### src/crc16_framed_reading_receiver_defines.svh
// Assertion macros shared by the receiver RTL.
// ASSERT_IMPL: same-cycle implication, ASSERT_NEXT: next-cycle implication.
`ifndef CRC16_FRAMED_READING_RECEIVER_DEFINES_SVH
`define CRC16_FRAMED_READING_RECEIVER_DEFINES_SVH

`ifndef SYNTHESIS
`define CRC16FR_ASSERT_IMPL(lbl, ante, cons, msg) \
	lbl: assert property (@(posedge clk) disable iff (!arst_n) (ante) |-> (cons)) \
		else $error(msg);
`define CRC16FR_ASSERT_NEXT(lbl, ante, cons, msg) \
	lbl: assert property (@(posedge clk) disable iff (!arst_n) (ante) |=> (cons)) \
		else $error(msg);
`else
`define CRC16FR_ASSERT_IMPL(lbl, ante, cons, msg)
`define CRC16FR_ASSERT_NEXT(lbl, ante, cons, msg)
`endif

`endif

### src/crc16fr_pkg.sv
`timescale 1ns / 1ps
package crc16fr_pkg;

	localparam int PosW = 4;
	localparam logic [PosW-1:0] FrameLen     = 4'd11;
	localparam logic [PosW-1:0] PosAddr      = 4'd0;
	localparam logic [PosW-1:0] PosFunc      = 4'd1;
	localparam logic [PosW-1:0] PosReadFirst = 4'd5;
	localparam logic [PosW-1:0] PosCrcLast   = 4'd8;
	localparam logic [PosW-1:0] PosCrcLow    = 4'd9;
	localparam logic [PosW-1:0] PosCrcHigh   = 4'd10;

	localparam logic [15:0] CrcInit = 16'hFFFF;
	localparam logic [15:0] CrcPoly = 16'hA001;

	localparam logic [7:0] AddrReset = 8'h03;
	localparam logic [7:0] FuncReset = 8'h31;

	typedef logic [0:0] cfg_index_t;
	localparam cfg_index_t RegAddr = 1'b0;
	localparam cfg_index_t RegFunc = 1'b1;

	typedef logic [1:0] frame_status_t;
	localparam frame_status_t StatusOk     = 2'd0;
	localparam frame_status_t StatusHeader = 2'd1;
	localparam frame_status_t StatusCrc    = 2'd2;

	localparam int OutTdataW = 40;

	function automatic logic [15:0] crc_byte(input logic [15:0] crc_in, input logic [7:0] b);
		logic [15:0] c;
		c = crc_in ^ {8'h00, b};
		for (int k = 0; k < 8; k++) begin
			if (c[0]) begin
				c = (c >> 1) ^ CrcPoly;
			end else begin
				c = c >> 1;
			end
		end
		return c;
	endfunction

endpackage

### src/crc16_framed_reading_receiver.sv
// Modbus RTU style response receiver with CRC-16 check.
// s_axis: one received byte per item in tdata[7:0], arrival order.
// Bytes are grouped into fixed 11-byte frames: address, function, payload,
// reading in bytes 5..8 (big-endian, signed), CRC low in byte 9, high in 10.
// m_axis: one item per frame, tdata[1:0] status (0 ok, 1 header, 2 CRC),
// tdata[33:2] reading (zero unless status is ok), upper bits zero.
// cfg: write channel, index 0 expected address, index 1 expected function;
// always ready. Write only while no frame byte is in flight.
// Throughput: one byte per cycle while s_axis_tready is high. Each byte passes an
// input register, then an unrolled byte-wide CRC step updates the frame state.
// The result register loads as the 11th byte leaves the input register.
// When m_axis stalls, the result register holds; bytes keep flowing until
// a byte that completes a frame meets a still-full result register, then
// s_axis_tready drops until the result is taken.
// Reset: frame position returns to byte 0, CRC to FFFF, registers to their
// defaults (address 03, function 31), no result pending.
`timescale 1ns / 1ps
`include "crc16_framed_reading_receiver_defines.svh"
module crc16_framed_reading_receiver
	import crc16fr_pkg::*;
(
	input  logic                 clk,
	input  logic                 arst_n,
	input  logic                 s_axis_tvalid,
	output logic                 s_axis_tready,
	input  logic [7:0]           s_axis_tdata,   // [7:0] rx_byte
	output logic                 m_axis_tvalid,
	input  logic                 m_axis_tready,
	output logic [OutTdataW-1:0] m_axis_tdata,   // [1:0] frame_status, [33:2] reading
	input  logic                 cfg_valid,
	output logic                 cfg_ready,
	input  cfg_index_t           cfg_index,
	input  logic [7:0]           cfg_data
);

	logic [7:0]          addr_q, func_q;
	logic                valid_s1;
	logic [7:0]          byte_s1;
	logic [PosW-1:0]     pos_q;
	logic [15:0]         crc_q;
	logic                hdr_q;
	logic [31:0]         shift_q;
	logic                low_q;
	logic                out_valid_q;
	frame_status_t       status_q;
	logic signed [31:0]  reading_q;

	logic                restart;
	logic [PosW-1:0]     pos_cur;
	logic [15:0]         crc_cur, crc_n;
	logic                hdr_cur, hdr_n;
	logic [31:0]         shift_cur, shift_n;
	logic                low_cur, low_n;
	logic                emit_s1, out_free, s1_go, crc_ok;
	frame_status_t       status_n;

	assign cfg_ready = 1'b1;

	always_ff @(posedge clk or negedge arst_n) begin
		if (!arst_n) begin
			addr_q <= AddrReset;
			func_q <= FuncReset;
		end else if (cfg_valid) begin
			unique case (cfg_index)
				RegAddr: addr_q <= cfg_data;
				RegFunc: func_q <= cfg_data;
				default: ;
			endcase
		end
	end

	// unreachable positions fall back to a fresh frame
	assign restart   = (pos_q >= FrameLen);
	assign pos_cur   = restart ? PosAddr : pos_q;
	assign crc_cur   = restart ? CrcInit : crc_q;
	assign hdr_cur   = restart ? 1'b1 : hdr_q;
	assign shift_cur = restart ? 32'd0 : shift_q;
	assign low_cur   = restart ? 1'b0 : low_q;

	assign emit_s1  = (pos_cur == PosCrcHigh);
	assign out_free = !out_valid_q || m_axis_tready;
	assign s1_go    = valid_s1 && (!emit_s1 || out_free);
	assign s_axis_tready = !valid_s1 || s1_go;

	always_comb begin
		hdr_n = hdr_cur;
		if (pos_cur == PosAddr && byte_s1 != addr_q) hdr_n = 1'b0;
		if (pos_cur == PosFunc && byte_s1 != func_q) hdr_n = 1'b0;
		crc_n   = (pos_cur <= PosCrcLast) ? crc_byte(crc_cur, byte_s1) : crc_cur;
		shift_n = (pos_cur >= PosReadFirst && pos_cur <= PosCrcLast) ?
			{shift_cur[23:0], byte_s1} : shift_cur;
		low_n   = (pos_cur == PosCrcLow) ? (byte_s1 == crc_cur[7:0]) : low_cur;
		crc_ok  = low_cur && (byte_s1 == crc_cur[15:8]);
		priority if (!hdr_cur) begin
			status_n = StatusHeader;
		end else if (!crc_ok) begin
			status_n = StatusCrc;
		end else begin
			status_n = StatusOk;
		end
	end

	always_ff @(posedge clk or negedge arst_n) begin
		if (!arst_n) begin
			valid_s1 <= 1'b0;
		end else if (s_axis_tready) begin
			valid_s1 <= s_axis_tvalid;
		end
	end

	always_ff @(posedge clk) begin
		if (s_axis_tready && s_axis_tvalid) begin
			byte_s1 <= s_axis_tdata;
		end
	end

	always_ff @(posedge clk or negedge arst_n) begin
		if (!arst_n) begin
			pos_q   <= PosAddr;
			crc_q   <= CrcInit;
			hdr_q   <= 1'b1;
			shift_q <= 32'd0;
			low_q   <= 1'b0;
		end else if (s1_go) begin
			if (emit_s1) begin
				pos_q   <= PosAddr;
				crc_q   <= CrcInit;
				hdr_q   <= 1'b1;
				shift_q <= 32'd0;
				low_q   <= 1'b0;
			end else begin
				pos_q   <= pos_cur + 4'd1;
				crc_q   <= crc_n;
				hdr_q   <= hdr_n;
				shift_q <= shift_n;
				low_q   <= low_n;
			end
		end
	end

	always_ff @(posedge clk or negedge arst_n) begin
		if (!arst_n) begin
			out_valid_q <= 1'b0;
		end else if (s1_go && emit_s1) begin
			out_valid_q <= 1'b1;
		end else if (m_axis_tready) begin
			out_valid_q <= 1'b0;
		end
	end

	always_ff @(posedge clk) begin
		if (s1_go && emit_s1) begin
			status_q  <= status_n;
			reading_q <= (status_n == StatusOk) ? $signed(shift_cur) : 32'sd0;
		end
	end

	assign m_axis_tvalid = out_valid_q;
	assign m_axis_tdata  = {6'd0, reading_q, status_q};

	`CRC16FR_ASSERT_IMPL(a_pos_range, 1'b1, pos_q < FrameLen, "frame position out of range")
	`CRC16FR_ASSERT_IMPL(a_err_zero, out_valid_q && status_q != StatusOk, reading_q == 32'sd0,
		"reading not zero on error")
	`CRC16FR_ASSERT_IMPL(a_status_code, out_valid_q, status_q != 2'd3, "bad status code")
	`CRC16FR_ASSERT_NEXT(a_emit_valid, s1_go && emit_s1, out_valid_q, "result lost")
	`CRC16FR_ASSERT_NEXT(a_emit_restart, s1_go && emit_s1, pos_q == PosAddr && crc_q == CrcInit,
		"frame not restarted")

endmodule

### config.mk
export PLATFORM = sky130hd
export DESIGN_NAME = crc16_framed_reading_receiver
export DESIGN_NICKNAME = d
export VERILOG_FILES = /design/src/crc16fr_pkg.sv /design/src/crc16_framed_reading_receiver.sv
export VERILOG_INCLUDE_DIRS = /design/src /design/src/src
export SDC_FILE = /design/constraint.sdc
export NUM_CORES = 1
export LEC_CHECK = 0
export BUFFER_PORTS_ARGS = -buffer_cell sky130_fd_sc_hd__buf_4
export CAP_MARGIN = 25
export CORE_MARGIN = 5
export CORE_UTILIZATION = 50
export CTS_CLUSTER_DIAMETER = 80
export CTS_CLUSTER_SIZE = 14
export DETAILED_ROUTE_END_ITERATION = 10
export PLACE_DENSITY = 0.68
export SLEW_MARGIN = 20
export SYNTH_ARGS = -nofsm -noshare
export SYNTH_HDL_FRONTEND = slang
export SYNTH_SLANG_ARGS = --single-unit
### constraint.sdc
create_clock -name clk -period 5.35 [get_ports clk]
set_input_delay 0 -clock clk [delete_from_list [all_inputs] [get_ports clk]]
set_output_delay 0 -clock clk [all_outputs]
set_load 0.03 [all_outputs]
==> results of run 1 <==
## per-layer routing
layer | share of wire [%] | wire length [µm] | vias up
li1 | - | - | 1505
met1 | 44 | 4350 | 1569
met2 | 48 | 4770 | 103
met3 | 5.2 | 512 | 18
met4 | 2.6 | 257 | 0
met5 | 0 | 0 | -
## path summary, 6_finish.rpt
path / start / to / slack [ns] / cells past startpoint
worst max-delay path: pos_q[0] / crc_q[0] / 2.31 / 11
worst min-delay path: cfg_valid / func_q[4] / 0.12 / 3
worst max register to register: pos_q[0] / crc_q[0] / 2.31 / 11
worst min register to register: shift_q[30] / shift_q[30] / 0.49 / 1
max in group asynchronous: arst_n / addr_q[2] / 4.59 / 2
min in group asynchronous: arst_n / pos_q[3] / 0.16 / 2
## synth_stat cells, drive strengths merged
cell type   n
dfrtp      50
edfxtp     42
and2       34
a22o       32
xor2       25
xnor2      23
dfstp      22
nor2       22
buf        19
mux2       16
o22a       14
clkbuf     13
a21oi      12
o21ai       8
inv         6
nand2       6
nand3       6
nor4        4
ha          3
nand4       3
nor2b       3
nor3        3
a22oi       2
conb        2
nand2b      2
o22ai       2
a21o        1
a31oi       1
a32oi       1
and3        1
mux2i       1
o2111a      1
o211ai      1
o21a        1
o31ai       1
or3         1
or3b        1
## sequential cells by signal (all words and copies together), names as in the netlist
signal	count
reading_q	32
shift_q	32
crc_q	16
addr_q	8
byte_s1	8
func_q	8
pos_q	4
status_q	2
hdr_q	1
low_q	1
m_axis_tvalid	1
valid_s1	1
## kinds of logic after synthesis
family                   share of synthesized area, %
AND/OR/NAND/NOR                                  9.28
flip-flops                                       60.8
AO/OA/AOI/OAI                                    12.1
XOR/XNOR                                         9.23
buffers and inverters                            3.96
adder cells (fa/ha/maj)                         0.738
multiplexers                                     3.74
other                                           0.148
## final cells by class
type / instances / area [µm²] / share of cell area [%]
timing repair buffer: 82 / 678 / 10.6
inverter: 6 / 22.5 / 0.353
clock inverter: 15 / 195 / 3.06
sequential: 114 / 3090 / 48.4
tap: 133 / 166 / 2.60
clock buffer: 17 / 414 / 6.48
multi-input combinational: 238 / 1820 / 28.5
## per-stage QoR
step           hold slack [ns]  worst slack, ns
6_report                 0.123             2.31
5_1_grt                  0.122             2.08
4_1_cts                 0.0996             2.36
3_5_place_dp             0.180             2.37
3_3_place_gp             0.178             2.52
2_1_floorplan           -0.296             2.57
## worst max-delay path, stage by stage (launching register included)
cell     delay (ns)
dfrtp_1        0.52
a21o_4         0.22
and2_1         0.47
nor2_1         0.10
xor2_1         0.25
ha_1           0.33
xnor2_2        0.17
xnor2_2        0.15
xnor2_2        0.16
xnor2_1        0.27
a21oi_1        0.12
nor3_2         0.19
## power breakdown
| group | total (W) | internal (W) | leakage, nW | switching, W |
|---|---|---|---|---|
| logic | 0.00103 | 0.000523 | 1.12 | 0.000505 |
| clock network | 0.00114 | 0.000722 | 0.292 | 0.000422 |
| registers | 0.00136 | 0.00117 | 1.27 | 0.000187 |
| total | 0.00353 | 0.00241 | 2.68 | 0.00111 |
## timing repair
action	in CTS	in global routing
endpoints found under the setup margin	0	0
endpoints found under the hold margin	76	0
hold buffers	22	0
==> impl_results.md, run 1 <==
- Clock root buffer: clkbuf_8
- Seq cells post-synth: 114
- Die span in x: approximately 110 µm
- # Post-CTS Setup Buffers: 0
- Num CTS Buffers: 17
- Total power: 0.00353 W
- Share of the synthesized area in the top cell type: roughly 25%
- Average size of a mapped cell: 13.2 µm²
- Initial antenna violation count: 0
- Post-layout util: 64.8%
- Post-Syn Instances: roughly 390
- Clk Latency, worst-skew pair: 0.51 ns
- Final setup skew: between 0.008 and 0.009 ns
- Num rows: 36
- Count of cell types in the netlist: 47
- Layout cells sized above 1: 30.9%
- Fill cells: ~730
- Tcrit/Tclk final: 56.8%
- Mapped Area: 5080 µm²
- Main area contributors after synthesis: edfxtp_1 (25%), dfrtp_1 (25%), dfstp_2 (11%)
- Ys Warns: 0
- Fmax: approximately 330 MHz
- Met1 usage: 22.1%
- Crit path kind: register to register
- Antenna cell count: 0
- Routed Antenna Nets: 0
- Final #Nets: 484
- Port buffer count: 57
- Class of the worst hold path: input port to register
- DRC: 0
- RePlAce Congestion: 0.930
- Sequential fraction of the synthesis area: 60.8%
- Largest net degree at the start of global routing: 73
- Routed WL: 9900 µm
- Layout Cells excl Fill: 605
- Clock tree sinks: 114
- Die area: 12300 µm²
- Via density per instance: 5.28
- CTS clk-pin slew, worst paths: 0.06 ns
- Nature of the critical path endpoint: register
- Met3 Usage GRT: 4.20%
- Vias in the first global route: 3192
- Element type at the critical path start: register
- Met2 GRT Util: 26.1%
- Via count: roughly 3200
- Commonest non-fill, non-tap cell in the layout: buf_4
- CTS tree: built
- Setup tns final: 0 ns
- DRT Pass-1 Iters: 4
- Placed Cells incl. Taps: 549
- Post-DP HPWL: about 6400 µm
- VDD IR max: 308 µV
- Core area: about 9900 µm²
- First DRT Iteration DRCs: 230
- First-pass GRT wire length: roughly 16000 µm
- Final min period: 3.04 ns
- Data required time of the critical path: between 5 and 6 ns
- Slew margin rel.: 39.1%
- Final Cell Area: ~6400 µm²
- Leak: roughly 2.7 nW
- Final Setup Violations: 0
- CP arrival: 3.47 ns
- Max Slew Vio Count: 0
- RSZ-0062 raised after global routing: no
- Worst-path maximum fanout: 13
- Yosys top cell by area: edfxtp_1
- Most frequent cells in the layout: buf_4 (59), dfrtp_1 (50), edfxtp_1 (42)
- Post-DP Area: 5540 µm²
- P&R area growth vs syn: 25.6%
- Status: completed
- Die Y-Extent: 111 µm
- H-tree levels: 4
- Maxcap violations: 0
- Longest Clk Path Bufs: 2
- Pwr per Cell Area: 552 nW/µm²
- Grt ovf: 0
- Ports: 65
- GRT Max-Usage Layer: met2
- Total GRT Usage: 16.8%
- Wirelength per Cell: between 15 and 20 µm
- Starting Density: 51.5%
- CTS resizes: 0
- Final Hold Fails: 0
- Worst Tran Pin Value: between 0.9 and 1 ns
Power figures use the tool's default switching activity.
==> inputs of run 2 (changes only) <==
==> constraint.sdc (replaced) <==
create_clock -name clk -period 2.8 [get_ports clk]
set_input_delay 0 -clock clk [delete_from_list [all_inputs] [get_ports clk]]
set_output_delay 0 -clock clk [all_outputs]
set_load 0.03 [all_outputs]
==> run 2 against run 1 <==
Cell area increased by 0.57%. Die area unchanged. Critical path depth unchanged. Sequential share of layout area decreased by 0.27 points. Sequential power increased by 88%. Sequential cell count unchanged. First-iteration DRC count decreased by 37%. Via count increased by 0.81%. Utilization increased by 0.37 points. Global-route usage increased by 0.90 points. Hold slack got worse by 0.016 ns. Non-clock buffer count increased by 8. Critical endpoint unchanged. Highest routed layer unchanged.
==> impl_results.md, run 2 (synthesis results as in run 1) <==
- Final Hold Fails: 0 (unchanged)
- Initial antenna violation count: 0 (unchanged)
- Nature of the critical path endpoint: register
- Clock root buffer: clkbuf_8
- Clk Latency, worst-skew pair: 0.52 ns (about the same)
- Post-DP Area: 5600 µm² (+1.2%)
- H-tree levels: 4 (unchanged)
- Num rows: 36 (unchanged)
- Cell family with most CP delay: XOR/XNOR gates
- Post-DP HPWL: 6590 µm (+2.2%)
- Leak: 2.72 nW (+1.3%)
- Element type at the critical path start: register
- Ports: 65 (unchanged)
- Pwr per Cell Area: 1050 nW/µm² (+91%)
- P&R area growth vs syn: 26.4%
- Grt ovf: 0 (unchanged)
- Die span in x: 111 µm (unchanged)
- Reg-to-reg startpoint: pos_q[2]
- Final min period: 2.65 ns (-0.390 ns)
- Final Setup Violations: 0 (unchanged)
- CP Cell Sequence: a21o_4 > and2_1 > nor2_1 > xor2_1 > ha_1 > xnor2_2 > xnor2_2 > xnor2_2 > xnor2_2 > a21oi_1 > nor3_2
- Path depth of the worst reg2reg path: 11 (unchanged)
- Crit path kind: register to register
- CTS clk-pin slew, worst paths: 0.06 ns (about the same)
- Tcrit/Tclk final: 94.6% (+38 points)
- CTS tree: built
- Core area: 9860 µm² (unchanged)
- RePlAce Congestion: 0.899 (-3.2%)
- Wirelength per Cell: 16.6 µm (+1.7%)
- Worst Tran Pin Value: 0.915 ns (+0.00144 ns)
- Max Slew Vio Count: 0 (unchanged)
- Setup tns final: 0 ns (unchanged)
- Starting Density: 51.5% (unchanged)
- Endpoint, Worst Hold: func_q[6]
- Antenna cell count: 0 (unchanged)
- Flop-to-flop setup slack: 0.15 ns (-2.16 ns)
- Final setup skew: 0.0151 ns (+0.00706 ns)
- DRC: 0 (unchanged)
- Hold path start: cfg_valid
- WHS Path Cells: 3 (unchanged)
- Routed WL: 10200 µm (+3.0%)
- Largest regs: reading_q x32, shift_q x32, crc_q x16
- Fill cells: 747 (+2.0%)
- Slew margin rel.: 38.9% (-0.24 points)
- WP buf/inv: 0 (unchanged)
- Most frequent cells in the layout: buf_4 (67), dfrtp_1 (50), edfxtp_1 (42)
- Via density per instance: 5.25 (-0.50%)
- Via count: 3221 (+0.81%)
- Longest Clk Path Bufs: 2 (unchanged)
- Final Cell Area: 6420 µm² (+0.57%)
- Worst stage delay on the critical path: 0.45 ns (-0.07 ns)
- Layout cells sized above 1: 32.1% (+1.2 points)
- CP arrival: 3.09 ns (-0.38 ns)
- Data required time of the critical path: 3.24 ns (-2.54 ns)
- Die area: 12300 µm² (unchanged)
- Class of the worst hold path: input port to register
- # Post-CTS Setup Buffers: 0 (unchanged)
- Reg2reg end: crc_q[0]
- Largest net degree at the start of global routing: 73 (unchanged)
- Die Y-Extent: 111 µm (unchanged)
- VDD IR max: 651 µV (+110%)
- Status: completed
- Vias in the first global route: 3300 (+3.4%)
- Port buffer count: 57 (unchanged)
- Fmax: 377 MHz (+15%)
- Post-layout util: 65.1% (+0.37 points)
- Num CTS Buffers: 17 (unchanged)
- RSZ-0062 raised after global routing: no
- DRT Pass-1 Iters: 4 (unchanged)
- Maxcap violations: 0 (unchanged)
- Final #Nets: 492 (+1.7%)
- Commonest non-fill, non-tap cell in the layout: buf_4
- First DRT Iteration DRCs: 146 (-37%)
- Most used cell, CP: xnor2_2
- Worst-path maximum fanout: 7 (-6)
- Clock tree sinks: 114 (unchanged)
- Routed Antenna Nets: 0 (unchanged)
- Total GRT Usage: 17.7% (+0.90 points)
- First-pass GRT wire length: 17200 µm (+4.7%)
- CP max-delay cell: dfrtp_1
==> run 2: cell types whose count changed in the layout (fill, tap and decap cells not counted), sizes merged <==
cell	change
clkinvlp	-1
buf	+7
inv	+2
dlygate4sd3	+1
bufinv	-1
==> run 2: layout make-up <==
| class | count | area (µm²) | share of cell area (%) |
|---|---|---|---|
| Clock buffer | 17 | 414 | 6.45 |
| Clock inverter | 15 | 169 | 2.63 |
| Inverter | 6 | 22.5 | 0.351 |
| Multi-Input combinational cell | 238 | 1830 | 28.5 |
| Sequential cell | 114 | 3090 | 48.1 |
| Tap cell | 133 | 166 | 2.59 |
| Timing Repair Buffer | 90 | 733 | 11.4 |
==> run 2: layer usage <==
layer	vias up	track usage, %	part of all wire [%]
li1	1537	-	-
met1	1570	22.8	45
met2	96	28.2	48
met3	18	5.13	5.3
met4	0	7.39	1.7
met5	-	0	0
==> run 2: timing repair <==
item	CTS	global route
endpoints found under the setup margin	0	2
hold buffers	23	0
endpoints found under the hold margin	76	0
gates resized for setup	0	1
==> run 2: worst max-delay path by stage <==
stage	depth (start not counted)	startpoint	to
2_1_floorplan	5	pos_q[1]	reading_q[0]
3_3_place_gp	11	pos_q[2]	crc_q[0]
5_1_grt	11	pos_q[2]	crc_q[15]
3_5_place_dp	11	pos_q[2]	crc_q[0]
6_report	11	pos_q[2]	crc_q[0]
4_1_cts	11	pos_q[2]	crc_q[0]
==> run 2: power by group <==
part	leakage [nW]	internal, W	switching (W)
sequential	1.27	0.00224	0.000317
combinational	1.17	0.00107	0.00106
clock	0.285	0.00129	0.000809
==> run 2: stage by stage <==
stage	setup slack, ns	hold WS (ns)	std cells	power (W)
after floorplan	0.0192	-0.296	390	0.00414
after global placement	0.234	0.178	558	0.00454
after detailed placement	0.130	0.179	558	0.00458
after CTS	0.111	0.105	613	0.00675
after global routing	0.0149	0.130	613	0.00715
final	0.151	0.107	613	0.00678
==> run 2: worst reg2reg max path, cell delays in order, from the launching register on <==
cell and delay [ns]:
dfrtp_1 0.45, a21o_4 0.25, and2_1 0.19, nor2_1 0.11, xor2_1 0.24, ha_1 0.32
xnor2_2 0.17, xnor2_2 0.15, xnor2_2 0.17, xnor2_2 0.23, a21oi_1 0.12, nor3_2 0.19
==> inputs of run 3 (changes only) <==
--- a/config.mk
+++ b/config.mk
@@ -7,12 +7,13 @@
 export NUM_CORES = 1
 export LEC_CHECK = 0
 export BUFFER_PORTS_ARGS = -buffer_cell sky130_fd_sc_hd__buf_4
-export CAP_MARGIN = 25
+export CAP_MARGIN = 20
 export CORE_MARGIN = 5
 export CORE_UTILIZATION = 50
 export CTS_CLUSTER_DIAMETER = 80
 export CTS_CLUSTER_SIZE = 14
 export DETAILED_ROUTE_END_ITERATION = 10
+export MAX_ROUTING_LAYER = met4
 export PLACE_DENSITY = 0.68
 export SLEW_MARGIN = 20
 export SYNTH_ARGS = -nofsm -noshare
==> run 3 against run 2 <==
Final cell count rose by 0.16%. First-iteration DRC count rose by 7.5%. Combinational power about the same. Non-clock buffer count is 1 higher. Wire length hardly changed. Total power increased by 2.6%. Worst setup slack gained 0.029 ns. Maximum frequency rose by 1.1%. Hold slack got worse by 0.012 ns. Critical endpoint unchanged. Largest power group unchanged.
==> impl_results.md, run 3 (synthesis results as in run 1) <==
- Data required time of the critical path: 3.24 ns (about the same)
- Hold path start: cfg_valid
- RePlAce Congestion: 0.879 (-2.3%)
- Die Y-Extent: 111 µm (unchanged)
- Status: completed
- Post-DP Area: 5610 µm² (+0.13%)
- Commonest non-fill, non-tap cell in the layout: buf_4
- Longest Clk Path Bufs: 2 (unchanged)
- Grt ovf: 0 (unchanged)
- Num rows: 36 (unchanged)
- CTS clk-pin slew, worst paths: 0.06 ns (about the same)
- Total GRT Usage: 18.2% (+0.45 points)
- Layout Cells excl Fill: 614 (+0.16%)
- Routed Antenna Nets: 0 (unchanged)
- Worst-path maximum fanout: 7 (unchanged)
- Final Hold Fails: 0 (unchanged)
- Via density per instance: 5.22 (-0.60%)
- Worst Tran Pin Value: 0.910 ns (-0.00445 ns)
- Post-DP HPWL: 6720 µm (+1.9%)
- Setup tns final: 0 ns (unchanged)
- Max Slew Vio Count: 0 (unchanged)
- Routed WL: 10200 µm (about the same)
- Final min period: 2.62 ns (-0.0294 ns)
- Num CTS Buffers: 17 (unchanged)
- Slew margin rel.: 39.2% (+0.30 points)
- Pwr per Cell Area: 1070 nW/µm² (+1.5%)
- Starting Density: 51.5% (unchanged)
- Via count: 3207 (-0.43%)
- Port buffer count: 57 (unchanged)
- Clock tree sinks: 114 (unchanged)
- Die area: 12300 µm² (unchanged)
- First-pass GRT wire length: 17100 µm (-0.61%)
- Clk Latency, worst-skew pair: 0.52 ns (about the same)
- Final Setup Violations: 0 (unchanged)
- Final Cell Area: 6490 µm² (+1.1%)
- Vias in the first global route: 3300 (unchanged)
- P&R area growth vs syn: 27.7%
- VDD IR max: 524 µV (-20%)
- Maxcap violations: 0 (unchanged)
- DP Worst Slack: 0.0743 ns (-0.0553 ns)
- Layout cells sized above 1: 33.1% (+0.97 points)
- Leak: 2.75 nW (+1.2%)
- Reg-to-reg startpoint: pos_q[2]
- Core area: 9860 µm² (unchanged)
- Ports: 65 (unchanged)
- Placed Cells incl. Taps: 559 (+0.18%)
- Wirelength per Cell: 16.6 µm (-0.26%)
- First DRT Iteration DRCs: 157 (+7.5%)
- Setup ws final: 0.180 ns (+0.0294 ns)
- Most frequent cells in the layout: buf_4 (69), dfrtp_1 (49), edfxtp_1 (42)
- Fmax: 382 MHz (+1.1%)
- Largest regs: reading_q x32, shift_q x32, crc_q x16
- Nature of the critical path endpoint: register
- Initial antenna violation count: 0 (unchanged)
- Die span in x: 111 µm (unchanged)
- Crit path kind: register to register
- Largest net degree at the start of global routing: 73 (unchanged)
- Clock root buffer: clkbuf_8
- Final #Nets: 493 (+0.20%)
- CP Launch Point: pos_q[2]
- Tcrit/Tclk final: 93.6% (-1.0 points)
- CTS tree: built
- CP arrival: 3.06 ns (-0.03 ns)
- Element type at the critical path start: register
- H-tree levels: 4 (unchanged)
- DRC: 0 (unchanged)
- Antenna cell count: 0 (unchanged)
- Class of the worst hold path: input port to register
- Final setup skew: 0.00768 ns (-0.00745 ns)
- DRT Pass-1 Iters: 4 (unchanged)
==> run 3: changes by cell type in the layout (fill, tap and decap cells not counted), moves of 2 or more <==
cell,previous run,this run
inv_8,0,2
clkinv_4,3,5
bufinv_16,2,4
buf_4,67,69
inv_6,8,4
==> run 3: timing repair <==
action	CTS	global route
hold buffers	22	0
setup endpoints to repair	0	2
endpoints found under the hold margin	76	0
gates resized for setup	0	4
setup buffers	0	1
==> run 3: cell type report <==
class / instances / area (µm²)
Fill cell: 721 / 3370
Clock inverter: 15 / 221
Clock buffer: 17 / 414
Multi-Input combinational cell: 238 / 1840
Timing Repair Buffer: 91 / 738
Tap cell: 133 / 166
Sequential cell: 114 / 3090
Inverter: 6 / 22.5
==> run 3: stage by stage <==
step           hold slack, ns  power [W]  util [%]
2_1_floorplan          -0.296    0.00414         -
3_3_place_gp            0.179    0.00453      56.9
3_5_place_dp            0.180    0.00459      56.9
4_1_cts                0.0777    0.00692      65.6
5_1_grt                 0.129    0.00736      65.8
6_report               0.0948    0.00696      65.8
==> run 3: worst max-delay path, stage by stage, from the launching register on <==
cell,delay (ns)
dfrtp_2,0.44
a21o_4,0.23
and2_1,0.22
nor2_1,0.14
xor2_1,0.21
ha_1,0.31
xnor2_2,0.17
xnor2_2,0.15
xnor2_2,0.22
xnor2_2,0.16
a21oi_1,0.10
nor3_2,0.20
==> run 3: worst paths after layout <==
kind / to / slack (ns) / cells past startpoint
min in group asynchronous: valid_s1 / 0.16 / 2
max: crc_q[0] / 0.18 / 11
max in group asynchronous: pos_q[2] / 2.04 / 2
min: func_q[7] / 0.09 / 3
min reg2reg: shift_q[25] / 0.49 / 1
max reg2reg: crc_q[0] / 0.18 / 11
==> run 3: report_power, final <==
part / leakage, nW / internal, W / switching, W / total, W
logic: 1.17 / 0.00108 / 0.00103 / 0.00211
registers: 1.26 / 0.00224 / 0.000326 / 0.00256
clock network: 0.312 / 0.00147 / 0.000811 / 0.00228
total: 2.75 / 0.00479 / 0.00216 / 0.00696
==> run 3: metal layers <==
layer  GRT usage, %  share of wire (%)  up-vias  routed length [µm]
li1               -                  -     1534                   -
met1           23.1                 44     1589                4490
met2           28.3                 51       82                5190
met3           5.24                4.6        2                 467
met4           5.75               0.37        0                  38
met5              -                  0        -                   0
